## src/design/gde_pkg.sv

```systemverilog
`timescale 1ns / 1ps

package gde_pkg;

    localparam int COUNT_BITS_DEF = 16;
    localparam int COUNT_W_MAX    = 16;

    localparam logic [13:0] LAST_YEAR   = 14'd9999;
    localparam logic [13:0] YEARS_400   = 14'd400;
    localparam logic [13:0] YEARS_100   = 14'd100;
    localparam logic [8:0]  Y400_LAST   = 9'd399;
    localparam logic [6:0]  Y100_LAST   = 7'd99;
    localparam logic [2:0]  WD_YEAR_ZERO = 3'd6;   // 1.1.0000 was a saturday

    typedef enum logic [1:0] {
        OP_ADVANCE = 2'd0,
        OP_COUNT   = 2'd1,
        OP_WEEKDAY = 2'd2,
        OP_NONE    = 2'd3
    } op_t;

    // year first so a packed compare orders dates
    typedef struct packed {
        logic [13:0] year;
        logic [3:0]  month;
        logic [4:0]  day;
    } date_t;

    localparam date_t LAST_DATE = '{year: 14'd9999, month: 4'd12, day: 5'd31};

    typedef struct packed {
        logic       load;
        logic       step;
        date_t      date;
        logic [8:0] y400;
        logic [6:0] y100;
    } walk_ctrl_t;

    typedef struct packed {
        date_t      date;
        logic       leap;
        logic [8:0] y400;
    } walk_status_t;

    typedef enum logic [3:0] {
        ST_IDLE,
        ST_MOD400,
        ST_MOD100,
        ST_CHECK_START,
        ST_CHECK_END,
        ST_WALK,
        ST_WEEK_YEARS,
        ST_WEEK_MONTH,
        ST_WEEK_DAY,
        ST_DONE
    } state_t;

    function automatic logic leap_of(input logic [8:0] y400, input logic [6:0] y100);
        return ((y400[1:0] == 2'd0) && (y100 != 7'd0)) || (y400 == 9'd0);
    endfunction

    function automatic logic [4:0] month_len(input logic [3:0] m, input logic leap);
        logic [4:0] len;
        case (m) inside
            4'd4, 4'd6, 4'd9, 4'd11: len = 5'd30;
            4'd2:                    len = leap ? 5'd29 : 5'd28;
            default:                 len = 5'd31;
        endcase
        return len;
    endfunction

    // days before the month, modulo 7
    function automatic logic [2:0] dbm_mod7(input logic [3:0] m);
        logic [2:0] r;
        case (m)
            4'd1:    r = 3'd0;
            4'd2:    r = 3'd3;
            4'd3:    r = 3'd3;
            4'd4:    r = 3'd6;
            4'd5:    r = 3'd1;
            4'd6:    r = 3'd4;
            4'd7:    r = 3'd6;
            4'd8:    r = 3'd2;
            4'd9:    r = 3'd5;
            4'd10:   r = 3'd0;
            4'd11:   r = 3'd3;
            4'd12:   r = 3'd5;
            default: r = 3'd0;
        endcase
        return r;
    endfunction

    function automatic logic [2:0] add_mod7(input logic [2:0] a, input logic [3:0] b);
        logic [3:0] s;
        s = {1'b0, a} + b;
        if (s >= 4'd7)
            s = s - 4'd7;
        return s[2:0];
    endfunction

    function automatic logic [2:0] mod7_small(input logic [4:0] x);
        logic [4:0] r;
        r = x;
        for (int i = 0; i < 4; i++)
        begin
            if (r >= 5'd7)
                r = r - 5'd7;
        end
        return r[2:0];
    endfunction

endpackage

```

## src/design/gregorian_date_engine_top.sv

```systemverilog
`timescale 1ns / 1ps

// channel   handshake            fields
// --------  -------------------  -------------------------------------------------
// command   start / busy         op, start_day, start_month, start_year, day_steps,
//                                end_day, end_month, end_year
// result    done (one cycle)     start_valid, end_valid, overflow, result_day,
//                                result_month, result_year, weekday, day_count
//
// a command transfers when start is high and busy is low; busy stays high until done
// year reduction modulo 400 and 100 by repeated subtraction in one shared remainder register
// advance steps one day at a time, up to 2^CNT_W - 1 days (the 16-bit step field saturates),
// count one day at a time across the span, weekday one year at a time over the 400-year cycle,
// each after the date range checks
// asynchronous reset returns the sequencer to idle; the receiver cannot stall done

module gregorian_date_engine_top #(
    parameter int COUNT_BITS = gde_pkg::COUNT_BITS_DEF
) (
    input  logic        clk,
    input  logic        rst_n,
    input  logic        start,
    output logic        busy,
    input  logic [1:0]  op,
    input  logic [6:0]  start_day,
    input  logic [6:0]  start_month,
    input  logic [13:0] start_year,
    input  logic [15:0] day_steps,
    input  logic [6:0]  end_day,
    input  logic [6:0]  end_month,
    input  logic [13:0] end_year,
    output logic        done,
    output logic        start_valid,
    output logic        end_valid,
    output logic        overflow,
    output logic [4:0]  result_day,
    output logic [3:0]  result_month,
    output logic [13:0] result_year,
    output logic [2:0]  weekday,
    output logic [15:0] day_count
);

    localparam int CNT_W = (COUNT_BITS < gde_pkg::COUNT_W_MAX) ? COUNT_BITS
                                                               : gde_pkg::COUNT_W_MAX;
    localparam logic [CNT_W-1:0] LIMIT   = {CNT_W{1'b1}};
    localparam logic [15:0]      LIMIT16 = 16'((32'd1 << CNT_W) - 32'd1);

    gde_pkg::state_t state_reg, state_next;

    gde_pkg::op_t   op_reg, op_next;
    logic [6:0]     sd_reg, sd_next, sm_reg, sm_next, ed_reg, ed_next, em_reg, em_next;
    logic [13:0]    sy_reg, sy_next, ey_reg, ey_next;
    logic [15:0]    steps_reg, steps_next;
    logic [13:0]    rem_reg, rem_next;
    logic [8:0]     tmp400_reg, tmp400_next;
    logic           side_reg, side_next;
    logic           end_leap_reg, end_leap_next;
    logic           sv_reg, sv_next, ev_reg, ev_next, ovf_reg, ovf_next;
    logic [CNT_W-1:0] cnt_reg, cnt_next;
    logic [2:0]     wd_reg, wd_next;
    logic [8:0]     k_reg, k_next;
    logic [6:0]     k100_reg, k100_next;

    gde_pkg::walk_ctrl_t   walk_ctrl;
    gde_pkg::walk_status_t walk_status;

    logic           accept;
    logic           rem_ge400, rem_ge100;
    logic           sv_cond, ev_cond, end_before, at_last, at_end, cnt_zero, cnt_full, k_done;
    logic [15:0]    steps_sat;
    gde_pkg::date_t end_date;
    logic [3:0]     month_add;

    gde_walker u_walker (
        .clk    (clk),
        .ctrl   (walk_ctrl),
        .status (walk_status)
    );

    assign accept    = (state_reg == gde_pkg::ST_IDLE) && start;
    assign rem_ge400 = rem_reg >= gde_pkg::YEARS_400;
    assign rem_ge100 = rem_reg >= gde_pkg::YEARS_100;

    assign sv_cond = (sy_reg <= gde_pkg::LAST_YEAR) && (sm_reg >= 7'd1) && (sm_reg <= 7'd12)
                     && (sd_reg >= 7'd1)
                     && (sd_reg <= {2'b00, gde_pkg::month_len(sm_reg[3:0], walk_status.leap)});
    assign ev_cond = (ey_reg <= gde_pkg::LAST_YEAR) && (em_reg >= 7'd1) && (em_reg <= 7'd12)
                     && (ed_reg >= 7'd1)
                     && (ed_reg <= {2'b00, gde_pkg::month_len(em_reg[3:0], end_leap_reg)});

    assign end_date   = '{year: ey_reg, month: em_reg[3:0], day: ed_reg[4:0]};
    assign end_before = end_date < walk_status.date;
    assign at_end     = walk_status.date == end_date;
    assign at_last    = walk_status.date == gde_pkg::LAST_DATE;
    assign cnt_zero   = cnt_reg == '0;
    assign cnt_full   = cnt_reg == LIMIT;
    assign k_done     = k_reg == walk_status.y400;
    assign steps_sat  = (steps_reg > LIMIT16) ? LIMIT16 : steps_reg;
    assign month_add  = {1'b0, gde_pkg::dbm_mod7(walk_status.date.month)}
                        + {3'b000, (walk_status.date.month > 4'd2) && walk_status.leap};

    // next state
    always_comb
    begin
        state_next = state_reg;
        unique case (state_reg)
            gde_pkg::ST_IDLE:
                if (start)
                    state_next = gde_pkg::ST_MOD400;
            gde_pkg::ST_MOD400:
                if (!rem_ge400)
                    state_next = gde_pkg::ST_MOD100;
            gde_pkg::ST_MOD100:
                if (!rem_ge100)
                    state_next = side_reg ? gde_pkg::ST_CHECK_END : gde_pkg::ST_CHECK_START;
            gde_pkg::ST_CHECK_START:
                if (!sv_cond)
                    state_next = gde_pkg::ST_DONE;
                else
                begin
                    unique case (op_reg)
                        gde_pkg::OP_ADVANCE: state_next = gde_pkg::ST_WALK;
                        gde_pkg::OP_COUNT:   state_next = gde_pkg::ST_MOD400;
                        gde_pkg::OP_WEEKDAY: state_next = gde_pkg::ST_WEEK_YEARS;
                        default:             state_next = gde_pkg::ST_DONE;
                    endcase
                end
            gde_pkg::ST_CHECK_END:
                if (!ev_cond || end_before)
                    state_next = gde_pkg::ST_DONE;
                else
                    state_next = gde_pkg::ST_WALK;
            gde_pkg::ST_WALK:
                if (op_reg == gde_pkg::OP_ADVANCE)
                begin
                    if (cnt_zero || at_last)
                        state_next = gde_pkg::ST_DONE;
                end
                else if (at_end || cnt_full)
                    state_next = gde_pkg::ST_DONE;
            gde_pkg::ST_WEEK_YEARS:
                if (k_done)
                    state_next = gde_pkg::ST_WEEK_MONTH;
            gde_pkg::ST_WEEK_MONTH:
                state_next = gde_pkg::ST_WEEK_DAY;
            gde_pkg::ST_WEEK_DAY:
                state_next = gde_pkg::ST_DONE;
            gde_pkg::ST_DONE:
                state_next = gde_pkg::ST_IDLE;
            default:
                state_next = gde_pkg::ST_IDLE;
        endcase
    end

    // datapath and walker control
    always_comb
    begin
        op_next       = op_reg;
        sd_next       = sd_reg;
        sm_next       = sm_reg;
        sy_next       = sy_reg;
        ed_next       = ed_reg;
        em_next       = em_reg;
        ey_next       = ey_reg;
        steps_next    = steps_reg;
        rem_next      = rem_reg;
        tmp400_next   = tmp400_reg;
        side_next     = side_reg;
        end_leap_next = end_leap_reg;
        sv_next       = sv_reg;
        ev_next       = ev_reg;
        ovf_next      = ovf_reg;
        cnt_next      = cnt_reg;
        wd_next       = wd_reg;
        k_next        = k_reg;
        k100_next     = k100_reg;
        walk_ctrl      = '0;
        walk_ctrl.date = '{year: sy_reg, month: sm_reg[3:0], day: sd_reg[4:0]};
        walk_ctrl.y400 = tmp400_reg;
        walk_ctrl.y100 = rem_reg[6:0];

        unique case (state_reg)
            gde_pkg::ST_IDLE:
                if (accept)
                begin
                    op_next    = gde_pkg::op_t'(op);
                    sd_next    = start_day;
                    sm_next    = start_month;
                    sy_next    = start_year;
                    ed_next    = end_day;
                    em_next    = end_month;
                    ey_next    = end_year;
                    steps_next = day_steps;
                    rem_next   = start_year;
                    side_next  = 1'b0;
                    sv_next    = 1'b0;
                    ev_next    = 1'b0;
                    ovf_next   = 1'b0;
                    cnt_next   = '0;
                end
            gde_pkg::ST_MOD400:
                if (rem_ge400)
                    rem_next = rem_reg - gde_pkg::YEARS_400;
                else
                    tmp400_next = rem_reg[8:0];
            gde_pkg::ST_MOD100:
                if (rem_ge100)
                    rem_next = rem_reg - gde_pkg::YEARS_100;
                else if (side_reg)
                    end_leap_next = gde_pkg::leap_of(tmp400_reg, rem_reg[6:0]);
                else
                    walk_ctrl.load = 1'b1;
            gde_pkg::ST_CHECK_START:
            begin
                sv_next = sv_cond;
                if (sv_cond)
                begin
                    unique case (op_reg)
                        gde_pkg::OP_ADVANCE:
                            cnt_next = CNT_W'(steps_sat);
                        gde_pkg::OP_COUNT:
                        begin
                            rem_next  = ey_reg;
                            side_next = 1'b1;
                        end
                        gde_pkg::OP_WEEKDAY:
                        begin
                            wd_next   = gde_pkg::WD_YEAR_ZERO;
                            k_next    = '0;
                            k100_next = '0;
                        end
                        default:
                            cnt_next = '0;
                    endcase
                end
            end
            gde_pkg::ST_CHECK_END:
            begin
                ev_next = ev_cond;
                if (ev_cond && end_before)
                begin
                    ovf_next = 1'b1;
                    cnt_next = LIMIT;
                end
                else
                    cnt_next = '0;
            end
            gde_pkg::ST_WALK:
                if (op_reg == gde_pkg::OP_ADVANCE)
                begin
                    if (!cnt_zero)
                    begin
                        if (at_last)
                            ovf_next = 1'b1;
                        else
                        begin
                            walk_ctrl.step = 1'b1;
                            cnt_next = cnt_reg - CNT_W'(1);
                        end
                    end
                end
                else if (!at_end)
                begin
                    if (cnt_full)
                        ovf_next = 1'b1;
                    else
                    begin
                        walk_ctrl.step = 1'b1;
                        cnt_next = cnt_reg + CNT_W'(1);
                    end
                end
            gde_pkg::ST_WEEK_YEARS:
                if (!k_done)
                begin
                    // leap years move the weekday by two
                    wd_next   = gde_pkg::add_mod7(wd_reg,
                                    gde_pkg::leap_of(k_reg, k100_reg) ? 4'd2 : 4'd1);
                    k_next    = k_reg + 9'd1;
                    k100_next = (k100_reg == gde_pkg::Y100_LAST) ? 7'd0 : k100_reg + 7'd1;
                end
            gde_pkg::ST_WEEK_MONTH:
                wd_next = gde_pkg::add_mod7(wd_reg, month_add);
            gde_pkg::ST_WEEK_DAY:
                wd_next = gde_pkg::add_mod7(wd_reg,
                              {1'b0, gde_pkg::mod7_small(walk_status.date.day - 5'd1)});
            gde_pkg::ST_DONE:
                cnt_next = cnt_reg;
            default:
                cnt_next = cnt_reg;
        endcase
    end

    always_ff @(posedge clk or negedge rst_n)
    begin
        if (!rst_n)
            state_reg <= gde_pkg::ST_IDLE;
        else
            state_reg <= state_next;
    end

    always_ff @(posedge clk)
    begin
        op_reg       <= op_next;
        sd_reg       <= sd_next;
        sm_reg       <= sm_next;
        sy_reg       <= sy_next;
        ed_reg       <= ed_next;
        em_reg       <= em_next;
        ey_reg       <= ey_next;
        steps_reg    <= steps_next;
        rem_reg      <= rem_next;
        tmp400_reg   <= tmp400_next;
        side_reg     <= side_next;
        end_leap_reg <= end_leap_next;
        sv_reg       <= sv_next;
        ev_reg       <= ev_next;
        ovf_reg      <= ovf_next;
        cnt_reg      <= cnt_next;
        wd_reg       <= wd_next;
        k_reg        <= k_next;
        k100_reg     <= k100_next;
    end

    assign busy = state_reg != gde_pkg::ST_IDLE;
    assign done = state_reg == gde_pkg::ST_DONE;

    assign start_valid  = sv_reg;
    assign end_valid    = ev_reg;
    assign overflow     = ovf_reg;
    assign result_day   = (sv_reg && op_reg == gde_pkg::OP_ADVANCE) ? walk_status.date.day   : '0;
    assign result_month = (sv_reg && op_reg == gde_pkg::OP_ADVANCE) ? walk_status.date.month : '0;
    assign result_year  = (sv_reg && op_reg == gde_pkg::OP_ADVANCE) ? walk_status.date.year  : '0;
    assign weekday      = (sv_reg && op_reg == gde_pkg::OP_WEEKDAY) ? wd_reg : '0;
    assign day_count    = (ev_reg && op_reg == gde_pkg::OP_COUNT) ? 16'(cnt_reg) : '0;

endmodule

```

## src/design/gde_walker.sv

```systemverilog
`timescale 1ns / 1ps

module gde_walker (
    input  logic                  clk,
    input  gde_pkg::walk_ctrl_t   ctrl,
    output gde_pkg::walk_status_t status
);

    gde_pkg::date_t date_reg, date_next;
    logic [8:0]     y400_reg, y400_next;
    logic [6:0]     y100_reg, y100_next;
    logic           leap;
    logic [4:0]     len;

    assign leap = gde_pkg::leap_of(y400_reg, y100_reg);
    assign len  = gde_pkg::month_len(date_reg.month, leap);

    always_comb
    begin
        date_next = date_reg;
        y400_next = y400_reg;
        y100_next = y100_reg;
        if (ctrl.load)
        begin
            date_next = ctrl.date;
            y400_next = ctrl.y400;
            y100_next = ctrl.y100;
        end
        else if (ctrl.step)
        begin
            if (date_reg.day < len)
                date_next.day = date_reg.day + 5'd1;
            else
            begin
                date_next.day = 5'd1;
                if (date_reg.month == 4'd12)
                begin
                    date_next.month = 4'd1;
                    date_next.year  = date_reg.year + 14'd1;
                    y400_next = (y400_reg == gde_pkg::Y400_LAST) ? 9'd0 : y400_reg + 9'd1;
                    y100_next = (y100_reg == gde_pkg::Y100_LAST) ? 7'd0 : y100_reg + 7'd1;
                end
                else
                    date_next.month = date_reg.month + 4'd1;
            end
        end
    end

    always_ff @(posedge clk)
    begin
        date_reg <= date_next;
        y400_reg <= y400_next;
        y100_reg <= y100_next;
    end

    assign status.date = date_reg;
    assign status.leap = leap;
    assign status.y400 = y400_reg;

endmodule
```

## config.mk

```make
export PLATFORM = sky130hd
export DESIGN_NAME = gregorian_date_engine_top
export DESIGN_NICKNAME = d
export VERILOG_FILES = /design/src/design/gde_pkg.sv /design/src/design/gregorian_date_engine_top.sv /design/src/design/gde_walker.sv
export SDC_FILE = /design/constraint.sdc
export NUM_CORES = 1
export LEC_CHECK = 0
export BUFFER_PORTS_ARGS = -buffer_cell sky130_fd_sc_hd__buf_2
export CORE_MARGIN = 2
export CORE_UTILIZATION = 40
export CTS_BUF_LIST = sky130_fd_sc_hd__clkbuf_4 sky130_fd_sc_hd__clkbuf_8
export DETAILED_ROUTE_END_ITERATION = 8
export GPL_ROUTABILITY_DRIVEN = 0
export PLACE_DENSITY_LB_ADDON = 0.2
export SLEW_MARGIN = 15
export SYNTH_ARGS = -nofsm -noshare
export SYNTH_HDL_FRONTEND = slang
export SYNTH_SLANG_ARGS = --single-unit
```

## constraint.sdc

```tcl
create_clock -name clk -period 8.8 [get_ports clk]
set_input_delay 0.44 -clock clk [delete_from_list [all_inputs] [get_ports clk]]
set_output_delay 0.44 -clock clk [all_outputs]
set_load 0.005 [all_outputs]
```

==> Word level (Yosys, flattened, before mapping) <==
Memories as Yosys holds them, arrays and structs flattened. A register that Yosys moved wholly into a read port is not among the register bits.
Index checks and enable logic that the tools add are counted.
{ "totals": {"register_bits": 180, "mem_bits_ro": 48, "input_bits": 77, "output_inout_bits": 47, "n_memories": 1} }
{ "mem_list": {"columns": ["memory", "depth", "word_bits", "rd", "rd_clocked_by_memory_dff", "write_ports", "line_no", "rtl"], "rows": [
  ["(name not given)", 16, 3, 1, 1, 0, "gde_pkg.sv:75", "case (m)"]
]} }
{ "op_classes": {"add_sub_neg": 23, "n_lt_le_gt_ge": 23, "n_eq_ne": 56, "mux": 106, "n_bitwise": 2, "reduce_logical": 64} }
{ "op_table": {"columns": ["operator", "n"], "rows": [
  ["two-way mux 16 bit", 10],
  ["two-way mux 14 bit", 7],
  ["two-way mux 9 bit", 8],
  ["case mux 16 bit (4 select lines)", 1],
  ["two-way mux 7 bit", 9],
  ["two-way mux 5 bit", 12],
  ["case mux 14 bit (4 select lines)", 1],
  ["two-way mux 4 bit", 12],
  ["two-way mux 23 bit", 2],
  ["equality test 4 x 3 -> 1 bit (second input constant)", 10],
  ["equality test 4 bit (second input constant)", 9],
  ["case mux 4 bit (9 select lines)", 1],
  ["case mux 16 bit (2 select lines)", 1],
  ["two-way mux 3 bit", 10],
  [">= comparator 7 x 1 -> 1 bit (second input constant)", 4],
  ["<= comparator 14 bit (second input constant)", 2],
  ["logical NOT 9 bit", 3],
  ["inequality test 2 bit (second input constant)", 13],
  ["inequality test 3 bit (second input constant)", 8],
  ["equality test 23 bit", 1],
  ["equality test 23 bit (second input constant)", 1],
  ["< comparator 23 bit", 1],
  ["nonzero test 7 bit", 3],
  ["equality test 4 x 2 -> 1 bit (second input constant)", 5],
  ["other kinds (60)", 140]
]} }

==> Logic depth before layout (Yosys ltp) <==
Gate-level depths: netlist of run 1.
{ "depth": {"ltp_word": 17, "ltp_mapped": 33} }

==> Hierarchy <==
From an unflattened synthesis of run 1, not the netlist that was laid out.
{ "unflattened": {"cells_unflattened": 1229, "area_unflattened_um2": 12190.4} }
{ "modules_own_cells": {"columns": ["module", "instances", "cells_per_inst", "area_each_um2", "seq_area_each_um2"], "rows": [
  ["gregorian_date_engine_top", 1, 977, 9729.3, 4214.0],
  ["gde_walker", 1, 252, 2461.1, 1171.1]
]} }

==> Least setup slack after synthesis of run 1 <==
OpenSTA, ideal clock, no wires.
{ "synth_path": {"kind": "register -> register", "start": "reg u_walker.date_reg (netlist bit u_walker.status[10])", "end": "reg wd_reg[1] (data pin)", "t_arrival_ns": 6.383, "t_required_ns": 8.528, "slack_ns": 2.145, "stages_incl_launch_ff": 32, "path_buffers": 2, "period_less_slack_ns": 6.655, "cell_sequence": "edfxtp_1 > clkbuf_1 > inv_1 > ha_1 > buf_2 > xnor2_1 > o311a_2 > a31oi_1 > or2_2 > ha_1 > nand3_1 > a2bb2oi_1 > and4b_1 > mux2_2 > ha_1 > inv_1 > a21o_1 > nand2_1 > mux2i_1 > inv_1 > ha_1 > inv_1 > o2111a_1 > or3b_1 > o211ai_2 > fa_1 > ha_1 > a21oi_1 > mux2i_1 > nand2_1 > nand2_1 > o221ai_1"} }
{ "synth_between": {"elab_chain_cells": 17} }
{ "synth_rtl": {"columns": ["item", "line_no", "rtl"], "rows": [
  ["from (decl)", "gde_walker.sv:9", "gde_pkg::date_t date_reg, date_next;"],
  ["from (signal assigned)", "gde_walker.sv:51", "date_reg <= date_next;"],
  ["subtractor 5 x 1 -> 5 bit (*)", "gregorian_date_engine_top.sv:285", "{1'b0, gde_pkg::mod7_small(walk_status.date.day - 5'd1)});"],
  ["subtractor 5 x 3 -> 5 bit / >= comparator 5 x 3 -> 1 bit (equally long branches)", "gde_pkg.sv:107, gde_pkg.sv:106", null],
  ["two-way mux 5 bit (*)", "gde_pkg.sv:106", "if (r >= 5'd7)"],
  ["two-way mux 5 bit (*)", "gregorian_date_engine_top.sv:182", "unique case (state_reg)"],
  ["subtractor 5 x 3 -> 5 bit / >= comparator 5 x 3 -> 1 bit (equally long branches)", "gde_pkg.sv:107, gde_pkg.sv:106", null],
  ["two-way mux 5 bit (*)", "gde_pkg.sv:106", null],
  ["two-way mux 5 bit (*)", "gregorian_date_engine_top.sv:182", null],
  ["subtractor 5 x 3 -> 5 bit / >= comparator 5 x 3 -> 1 bit (equally long branches)", "gde_pkg.sv:107, gde_pkg.sv:106", null],
  ["[2 not listed]", null, null],
  [">= comparator 5 x 3 -> 1 bit / subtractor 3 bit (equally long branches)", "gde_pkg.sv:106, gde_pkg.sv:107", null],
  ["two-way mux 3 bit (*)", "gde_pkg.sv:106", null],
  ["two-way mux 3 bit (*)", "gregorian_date_engine_top.sv:182", null],
  ["adder 3 x 3 -> 4 bit (*)", "gde_pkg.sv:95", "s = {1'b0, a} + b;"],
  [">= comparator 4 x 3 -> 1 bit / subtractor 3 bit (equally long branches)", "gde_pkg.sv:96, gde_pkg.sv:97", null],
  ["two-way mux 3 bit (*)", "gde_pkg.sv:96", "if (s >= 4'd7)"],
  ["case mux 3 bit (4 select lines) (*)", "gregorian_date_engine_top.sv:182", null],
  ["net wd_next[1]", "gregorian_date_engine_top.sv:60", "logic [2:0] wd_reg, wd_next;"],
  ["to (signal assigned)", "gregorian_date_engine_top.sv:319", "wd_reg <= wd_next;"],
  ["to (decl)", "gregorian_date_engine_top.sv:60", null]
]} }
The timed path passes the listed nets; every way through them passes the cells marked *. The select of a mux whose other input is x is not followed.
A chain may end at the register's enable or synchronous reset.

==> Final worst setup path of run 1 <==
Same ends and word-level chain as after synthesis.

==> results.sh, run 1 <==
export IMPL_vias=9509
export IMPL_grt_pass1_vias=9183
export IMPL_clock_skew_final_ns=0.0212
export IMPL_finalSetupViolations=0
export IMPL_leakagePower_nw=5.51
export IMPL_finalWirelength_um=32500
export IMPL_initial_core_util=0.404
export IMPL_finalHoldViolCount=0
export IMPL_synth_warning_count=0
export IMPL_finalCritPeriodShare=0.853
export IMPL_hold_path_class="input port to flop"
export IMPL_gr_total_overflow=0
export IMPL_coreArea_um2=29600
export IMPL_clkLatencyLatePin_ns=0.51
export IMPL_antenna_found_initial=3
export IMPL_max_cap_viol_count=0
export IMPL_critPathKind="flop to flop"
export IMPL_path_clk_slew_ns=0.12
export IMPL_cts_tree="built"
export IMPL_power_frac_clock=0.376
export IMPL_ys_top_cells_by_area="edfxtp_1 44%, ha_1 9.1%, xnor2_1 4.0%"
export IMPL_dp_hpwl_um=24300
export IMPL_fin_nets=1467
export IMPL_groute_usage_overall=0.212
export IMPL_critPathSlowestCell="edfxtp_1"
export IMPL_drt_first_iter_violations=839
export IMPL_worstMarginPinSlew_ns=1.16
export IMPL_required_ns=9.04
export IMPL_seqPwrFrac=0.611
export IMPL_yosys_area_top_type_share=0.442
export IMPL_cp_max_fo=15
export IMPL_synthToLayoutAreaGrowth_pct=12.3
export IMPL_slew_headroom=0.220
export IMPL_wl_per_cell_um=19.1
export IMPL_syn_area_per_cell_um2=10.1
export IMPL_synth_fp_nets=1356
export IMPL_viasPerCell=5.59
export IMPL_p_switching_w=0.000375
export IMPL_yosys_area_top_type="edfxtp_1"
export IMPL_vdd_ir_drop_max_v=0.000130
export IMPL_ys_types=81
export IMPL_stdcell_area_um2=13400
export IMPL_drive_gt1_frac=0.147
export IMPL_p_int_w=0.00117
export IMPL_path_common_cell="ha_1"
export IMPL_final_common_cell="edfxtp_1"
export IMPL_io_buffers=123
export IMPL_cts_resized=0
export IMPL_power_density_nw_per_um2=115
export IMPL_power_frac_comb=0.013
export IMPL_ant_nets=0
export IMPL_yosys_register_bits=183
export IMPL_synth_cell_area_um2=11900
export IMPL_ctsLongestPathBuffers=2
export IMPL_ys_seq_area_frac=0.456
export IMPL_row_count=63
export IMPL_layout_common_cells="176 x edfxtp_1, 123 x buf_2, 110 x nand2_1"
export IMPL_finalSetupTns_ns=0
export IMPL_timing_fmax_mhz=133
export IMPL_rsz0062_at_grt="no"
export IMPL_grt_pass1_wl_um=50900
export IMPL_cts_root_buffer="clkbuf_8"
export IMPL_status="complete, no violations"
export IMPL_switching_share=0.243
export IMPL_h_tree_depth=4
export IMPL_layout_min_cycle_time_ns=7.51
export IMPL_drtPass1Iterations=5
export IMPL_fp_dieW_um=177
export IMPL_cts_sinks=183
export IMPL_ys_flop_type="edfxtp_1"
export IMPL_synth_enable_flop_cells=176
export IMPL_grt_max_degree=52
export IMPL_synthCells=1187
export IMPL_critical_path_max_stage_delay_ns=0.69
export IMPL_cp_data_arrival_time_ns=7.75
export IMPL_drcViolationCount=0
export IMPL_critPathCaptureType="flop"
export IMPL_cts_buffers=17
export IMPL_largest_reg_flops=23
export IMPL_ios=124
export IMPL_ys_async_sr_fraction=0.0219
export IMPL_critPathLaunchType="flop"
export IMPL_place_area_um2=13000
export IMPL_finalMaxSlewViolations=0
export IMPL_die_h_um=177
export IMPL_die_area_um2=31300
path summary, 6_finish.rpt:
path                                           from             endpoint  slack [ns]  cells after the start
worst max-delay path            u_walker.status[10]            wd_reg[1]        1.29                     30
min in group asynchronous                     rst_n         state_reg[1]        0.26                      2
worst max register to register  u_walker.status[10]            wd_reg[1]        1.29                     30
worst min-delay path                    end_year[1]            ey_reg[1]        0.10                      1
worst min register to register            sy_reg[1]  u_walker.status[20]        0.52                      2
max in group asynchronous                     rst_n         state_reg[2]        8.38                      2
kinds of logic after synthesis:
group	share of synthesized area
adders and majority gates	0.0995
DFF	0.456
buffers and inverters	0.0383
AOI/OAI and AO/OA	0.140
muxes	0.0216
and+or+nand+nor	0.184
xor gates and xnor gates	0.0607
cell usage after synthesis, types with 6 or more instances:
library cell  count
o211ai_1          7
o21a_1            9
nand2_1         110
edfxtp_1        176
and3_1           51
o31ai_1          11
a21oi_1          53
a31oi_1          18
nor2_1           81
mux2i_1          19
ha_1             87
and2_1            7
nand4_1          22
o22ai_1           6
a21o_1           19
nor4_1           24
a211oi_1          7
o21bai_1          6
nand2b_1          9
clkbuf_1         35
inv_1            72
nand3_1          51
mux2_2            6
xnor2_1          55
a22oi_1           9
or3_1            11
o21ai_0          58
nor2b_1           9
o21ai_1           6
nor3_1           28
xor2_1           25
power groups by stage:
stage	combinational, W	clock [W]	sequential, W
global placement	0.0000197	0	0.000964
floorplan	0.000000900	0	0.000964
detailed placement	0.0000199	0	0.000964
global route	0.0000228	0.000631	0.000944
CTS	0.0000203	0.000598	0.000944
finish	0.0000202	0.000580	0.000944
layout make-up:
cell class / count / area (um2)
multi-input combinational: 887 / 6090
antenna: 1 / 2.50
clock inverter: 15 / 161
tap: 390 / 488
timing repair buffer: 137 / 723
clock buffer: 17 / 234
sequential: 183 / 5450
inverter: 72 / 272
fill: 2787 / 16100
through the flow:
stage	utilization	std cells	setup slack [ns]	total power [W]	hold WS, ns
global placement	0.440	1668	1.68	0.000984	0.267
detailed placement	0.440	1668	1.35	0.000984	0.267
global route	0.454	1702	0.614	0.00160	0.0642
finish	0.454	1702	1.29	0.00154	0.101
CTS	0.454	1701	1.33	0.00156	0.0743
floorplan	-	1187	2.15	0.000965	0.144
layer usage:
| layer | vias up | track usage | share of wire |
|---|---|---|---|
| met5 | - | 0 | 0.00071 |
| met4 | 4 | 0.0627 | 0.019 |
| met3 | 43 | 0.0350 | 0.044 |
| met2 | 257 | 0.349 | 0.48 |
| met1 | 4541 | 0.287 | 0.46 |
| li1 | 4664 | - | - |
worst max-delay path, delay by kind of cell, from the launching register on:
| family | cells | cell delay, ns |
|---|---|---|
| compound gates | 8 | 1.77 |
| fa+ha+maj | 7 | 2.05 |
| buf+inv | 4 | 0.47 |
| flops | 1 | 0.69 |
| mux | 3 | 0.91 |
| simple gates | 8 | 1.34 |
what timing repair did:
| item | CTS | global route |
|---|---|---|
| endpoints found under the hold margin | 4 | 0 |
| setup buffers | 0 | 0 |
| hold buffers | 1 | 0 |
(Power assumes the default switching activity.)
==> run 2: changes to the inputs <==
Settings changed: PLACE_DENSITY from default to 0.55, PLACE_DENSITY_LB_ADDON 0.2 to default.
==> run 2 against run 1 <==
- non-clock buffer count grew 1
- critical path depth is the same
- global-route usage shrank 1.1 points
- final area down 0.21%
- flip-flop and latch count is the same
- clock-buffer cell count did not move
- highest routed layer is now met4
- clock power shrank 4.7%
- die area stayed put
- via count shrank 0.32%
- critical path type unchanged
- utilization decreased by 0.097 points
- hold slack improved by 0.012 ns
- final cell count did not move
==> results.sh, run 2 (synthesis results as in run 1) <==
export IMPL_slew_headroom=0.289
export IMPL_antenna_found_initial=0
export IMPL_finalWirelength_um=30700
export IMPL_io_buffers=123
export IMPL_dp_cells=1669
export IMPL_finalSetupTns_ns=0
export IMPL_hold_buffers=1
export IMPL_stdcell_count=1702
export IMPL_hold_path_class="input port to flop"
export IMPL_die_area_um2=31300
export IMPL_drtPass1Iterations=5
export IMPL_largest_reg_flops=23
export IMPL_power_total_w=0.00152
export IMPL_power_density_nw_per_um2=113
export IMPL_fin_nets=1468
export IMPL_cts_sinks=183
export IMPL_finalSetupViolations=0
export IMPL_clock_skew_final_ns=0.0174
export IMPL_path_buf_inv=4
export IMPL_hp_start="end_year[7]"
export IMPL_wl_per_cell_um=18.1
export IMPL_cp_max_fo=15
export IMPL_row_count=63
export IMPL_drt_first_iter_violations=729
export IMPL_path_delay_family="adder cells"
export IMPL_n_antenna_cell=0
export IMPL_vias=9479
export IMPL_preCtsSetupSlack_ns=1.44
export IMPL_coreArea_um2=29600
export IMPL_rsz0062_at_grt="no"
export IMPL_groute_usage_overall=0.201
export IMPL_timing_fmax_mhz=135
export IMPL_worstMarginPinSlew_ns=1.06
export IMPL_leakagePower_nw=5.50
export IMPL_required_ns=9.03
export IMPL_grt_pass1_vias=9115
export IMPL_finalHoldViolCount=0
export IMPL_critPathLaunchType="flop"
export IMPL_status="complete, no violations"
export IMPL_cts_resized=0
export IMPL_r2r_start="u_walker.status[10]"
export IMPL_final_setup_worst_slack_ns=1.37
export IMPL_synthToLayoutAreaGrowth_pct=12.1
export IMPL_drcViolationCount=0
export IMPL_ant_nets=0
export IMPL_cts_tree="built"
export IMPL_die_h_um=177
export IMPL_clkLatencyLatePin_ns=0.49
export IMPL_layout_common_cells="176 x edfxtp_1, 123 x buf_2, 110 x nand2_1"
export IMPL_ios=124
export IMPL_finalCritPeriodShare=0.844
export IMPL_finalMaxSlewViolations=0
export IMPL_path_clk_slew_ns=0.11
export IMPL_cts_root_buffer="clkbuf_8"
export IMPL_drive_gt1_frac=0.149
export IMPL_cts_setup_buffers=0
export IMPL_max_cap_viol_count=0
export IMPL_whs_ns=0.113
export IMPL_ctsLongestPathBuffers=2
export IMPL_gr_total_overflow=0
export IMPL_cp_data_arrival_time_ns=7.66
export IMPL_dp_hpwl_um=22800
export IMPL_grt_max_degree=52
export IMPL_h_tree_depth=4
export IMPL_fp_dieW_um=177
export IMPL_path_common_cell="ha_1"
export IMPL_critPathSlowestCell="edfxtp_1"
export IMPL_critPathKind="flop to flop"
export IMPL_layout_min_cycle_time_ns=7.43
export IMPL_critPathLaunch="u_walker.status[10]"
export IMPL_vdd_ir_drop_max_v=0.0000780
export IMPL_critPathCaptureType="flop"
export IMPL_final_common_cell="edfxtp_1"
export IMPL_viasPerCell=5.57
export IMPL_critical_path_max_stage_delay_ns=0.69
export IMPL_grt_pass1_wl_um=48900
export IMPL_initial_core_util=0.404
export IMPL_cts_buffers=17
==> run 2: path summary, 6_finish.rpt <==
check | to | depth (start not counted) | slack (ns)
max | wd_reg[1] | 30 | 1.37
max reg2reg | wd_reg[1] | 30 | 1.37
min reg2reg | tmp400_reg[3] | 0 | 0.50
min | ey_reg[7] | 1 | 0.11
max in group asynchronous | state_reg[2] | 2 | 8.39
min in group asynchronous | state_reg[1] | 2 | 0.29
==> run 2: cell type report <==
| cell class | count | area [um2] |
|---|---|---|
| Clock buffer | 17 | 234 |
| Clock inverter | 15 | 134 |
| Fill cell | 2875 | 16200 |
| Inverter | 72 | 270 |
| Multi-Input combinational cell | 887 | 6080 |
| Sequential cell | 183 | 5450 |
| Tap cell | 390 | 488 |
| Timing Repair Buffer | 138 | 731 |
==> run 2: metal layers <==
metal	global-route usage	wire, um	vias up
li1	-	-	4639
met1	0.281	14400	4571
met2	0.324	14600	238
met3	0.0238	1240	31
met4	0.0651	575	0
met5	0	0	-
==> run 2: power breakdown <==
part	switching (W)	leakage, nW	internal, W	total [W]
clock	0.000346	0.181	0.000207	0.000553
sequential	0	1.59	0.000944	0.000944
combinational	0.00000780	3.73	0.0000125	0.0000203
==> run 2: worst reg2reg max path, delay by kind of cell, from the launching register on <==
family,cells,cell delay (ns)
buffers and inverters,4,0.45
muxes,3,0.92
AOI/OAI and AO/OA,8,1.72
and+or+nand+nor,8,1.36
DFF,1,0.69
adders and majority gates,7,2.01
==> run 2: metrics by stage <==
stage               utilization  cell area, um2
finish                    0.453           13400
floorplan                     -           11900
global route              0.453           13400
global placement          0.440           13000
detailed placement        0.440           13000
CTS                       0.453           13400
==> run 3: changes to the inputs <==
Clock period 8.8 ns to 7.3 ns, I/O delays scaled along.
==> run 3 against run 2 <==
- final area rose by 0.96%
- utilization rose by 0.44 points
- worst setup slack got worse by 0.76 ns
- critical endpoint unchanged
==> results.sh, run 3 (synthesis results as in run 1) <==
export IMPL_whs_ns=0.0524
export IMPL_grt_use_met1=0.274
export IMPL_cts_sinks=183
export IMPL_finalSetupViolations=0
export IMPL_power_density_nw_per_um2=143
export IMPL_grt_most_used_layer="met2"
export IMPL_die_area_um2=31300
export IMPL_leakagePower_nw=5.55
export IMPL_power_total_w=0.00193
export IMPL_power_frac_comb=0.013
export IMPL_layout_min_cycle_time_ns=6.69
export IMPL_stdcell_count=1705
export IMPL_ctsLongestPathBuffers=2
export IMPL_drt_first_iter_violations=641
export IMPL_grt_max_degree=46
export IMPL_io_buffers=123
export IMPL_p_int_w=0.00153
export IMPL_hold_path_class="input port to flop"
export IMPL_finalMaxSlewViolations=0
export IMPL_ios=124
export IMPL_antenna_found_initial=0
export IMPL_viasPerCell=5.48
export IMPL_fp_dieW_um=177
export IMPL_grt_use_met3=0.0322
export IMPL_initial_core_util=0.404
export IMPL_fin_nets=1471
export IMPL_nFillCells=2880
export IMPL_finalCritPeriodShare=0.917
export IMPL_grt_pass1_wl_um=48100
export IMPL_layout_common_cells="176 x edfxtp_1, 123 x buf_2, 110 x nand2_1"
export IMPL_critPathSlowestCell="fa_1"
export IMPL_grtUsageMet2=0.323
export IMPL_ant_nets=0
export IMPL_gr_total_overflow=0
export IMPL_power_frac_clock=0.397
export IMPL_clkLatencyLatePin_ns=0.48
export IMPL_required_ns=7.52
export IMPL_critPathKind="flop to flop"
export IMPL_finalWirelength_um=30700
export IMPL_switching_share=0.207
export IMPL_seqPwrFrac=0.591
export IMPL_slew_headroom=0.301
export IMPL_largest_reg_flops=23
export IMPL_groute_usage_overall=0.197
export IMPL_cp_max_fo=8
export IMPL_worstMarginPinSlew_ns=1.04
export IMPL_die_h_um=177
export IMPL_cts_buffers=17
export IMPL_cts_tree="built"
export IMPL_grt_pass1_vias=8895
export IMPL_n_antenna_cell=0
export IMPL_drive_gt1_frac=0.157
export IMPL_drcViolationCount=0
export IMPL_h_tree_depth=4
export IMPL_status="complete, no violations"
export IMPL_row_count=63
export IMPL_drtPass1Iterations=5
export IMPL_vdd_ir_drop_max_v=0.0000984
export IMPL_dp_cells=1671
export IMPL_cp_data_arrival_time_ns=6.92
export IMPL_dp_hpwl_um=23000
export IMPL_path_common_cell="ha_1"
export IMPL_max_cap_viol_count=0
export IMPL_rrSetupSlack_ns=0.61
export IMPL_critical_path_max_stage_delay_ns=0.45
export IMPL_finalHoldViolCount=0
export IMPL_vias=9335
export IMPL_final_common_cell="edfxtp_1"
export IMPL_synthToLayoutAreaGrowth_pct=13.1
export IMPL_wl_per_cell_um=18.0
export IMPL_p_switching_w=0.000399
export IMPL_clock_skew_final_ns=0.0177
export IMPL_coreArea_um2=29600
export IMPL_timing_fmax_mhz=149
export IMPL_path_clk_slew_ns=0.11
export IMPL_critPathCaptureType="flop"
export IMPL_cts_root_buffer="clkbuf_8"
export IMPL_critPathLaunchType="flop"
run 3: cell types whose count changed in the layout (fill, tap and decap cells not counted), moves of 2 or more:
cell / previous run / this run
ha_1: 87 / 85
bufinv_16: 0 / 4
ha_2: 0 / 2
buf_4: 14 / 17
clkinvlp_4: 3 / 1
clkinv_2: 1 / 3
inv_8: 4 / 0
run 3: power by group through the flow:
stage | clock network, W | registers [W] | logic (W)
after floorplan | 0 | 0.00116 | 0.00000108
after global placement | 0 | 0.00116 | 0.0000239
after detailed placement | 0 | 0.00116 | 0.0000241
after CTS | 0.000788 | 0.00114 | 0.0000246
after global routing | 0.000826 | 0.00114 | 0.0000269
final | 0.000764 | 0.00114 | 0.0000243
run 3: per-layer routing:
metal  share of wire  up-vias
li1                -     4646
met1            0.47     4490
met2            0.48      173
met3           0.036       26
met4           0.013        0
met5               0        -
run 3: path summary, 6_finish.rpt:
path / startpoint / endpoint / cells after the start
worst max-delay path: u_walker.status[11] / wd_reg[1] / 30
worst min-delay path: start_day[1] / sd_reg[1] / 1
worst max register to register: u_walker.status[11] / wd_reg[1] / 30
worst min register to register: rem_reg[3] / tmp400_reg[3] / 0
max in group asynchronous: rst_n / state_reg[0] / 2
min in group asynchronous: rst_n / state_reg[1] / 2
run 3: worst max-delay path, delay by kind of cell, from the launching register on:
| family | cells | cell delay [ns] |
|---|---|---|
| fa+ha+maj | 7 | 1.96 |
| compound gates | 9 | 1.59 |
| simple gates | 6 | 1.03 |
| mux | 3 | 0.86 |
| buf+inv | 4 | 0.42 |
| flops | 1 | 0.40 |
| xor+xnor | 1 | 0.19 |
run 3: cell type report:
type                    count  area [um2]  share of cell area
multi-input cells         887        6120               0.453
clock inverters            15         199              0.0147
flip-flops and latches    183        5450               0.403
inverters                  72         270              0.0200
repair buffers            141         753              0.0557
clock buffers              17         234              0.0173
well taps                 390         488              0.0361
run 3: through the flow:
step | area, um2 | util | worst slack (ns) | setup TNS, ns
after floorplan | 11900 | - | 0.645 | 0
after global placement | 13000 | 0.441 | 0.546 | 0
after detailed placement | 13000 | 0.441 | 0.394 | 0
after CTS | 13500 | 0.456 | 0.369 | 0
after global routing | 13500 | 0.457 | -0.0283 | -0.0283
final | 13500 | 0.457 | 0.606 | 0
run 3: what timing repair did:
item,4_1_cts,5_1_grt
endpoints found under the hold margin,4,0
hold buffers,1,0
endpoints found under the setup margin,0,2
resized for setup,0,8
buffers inserted,0,1
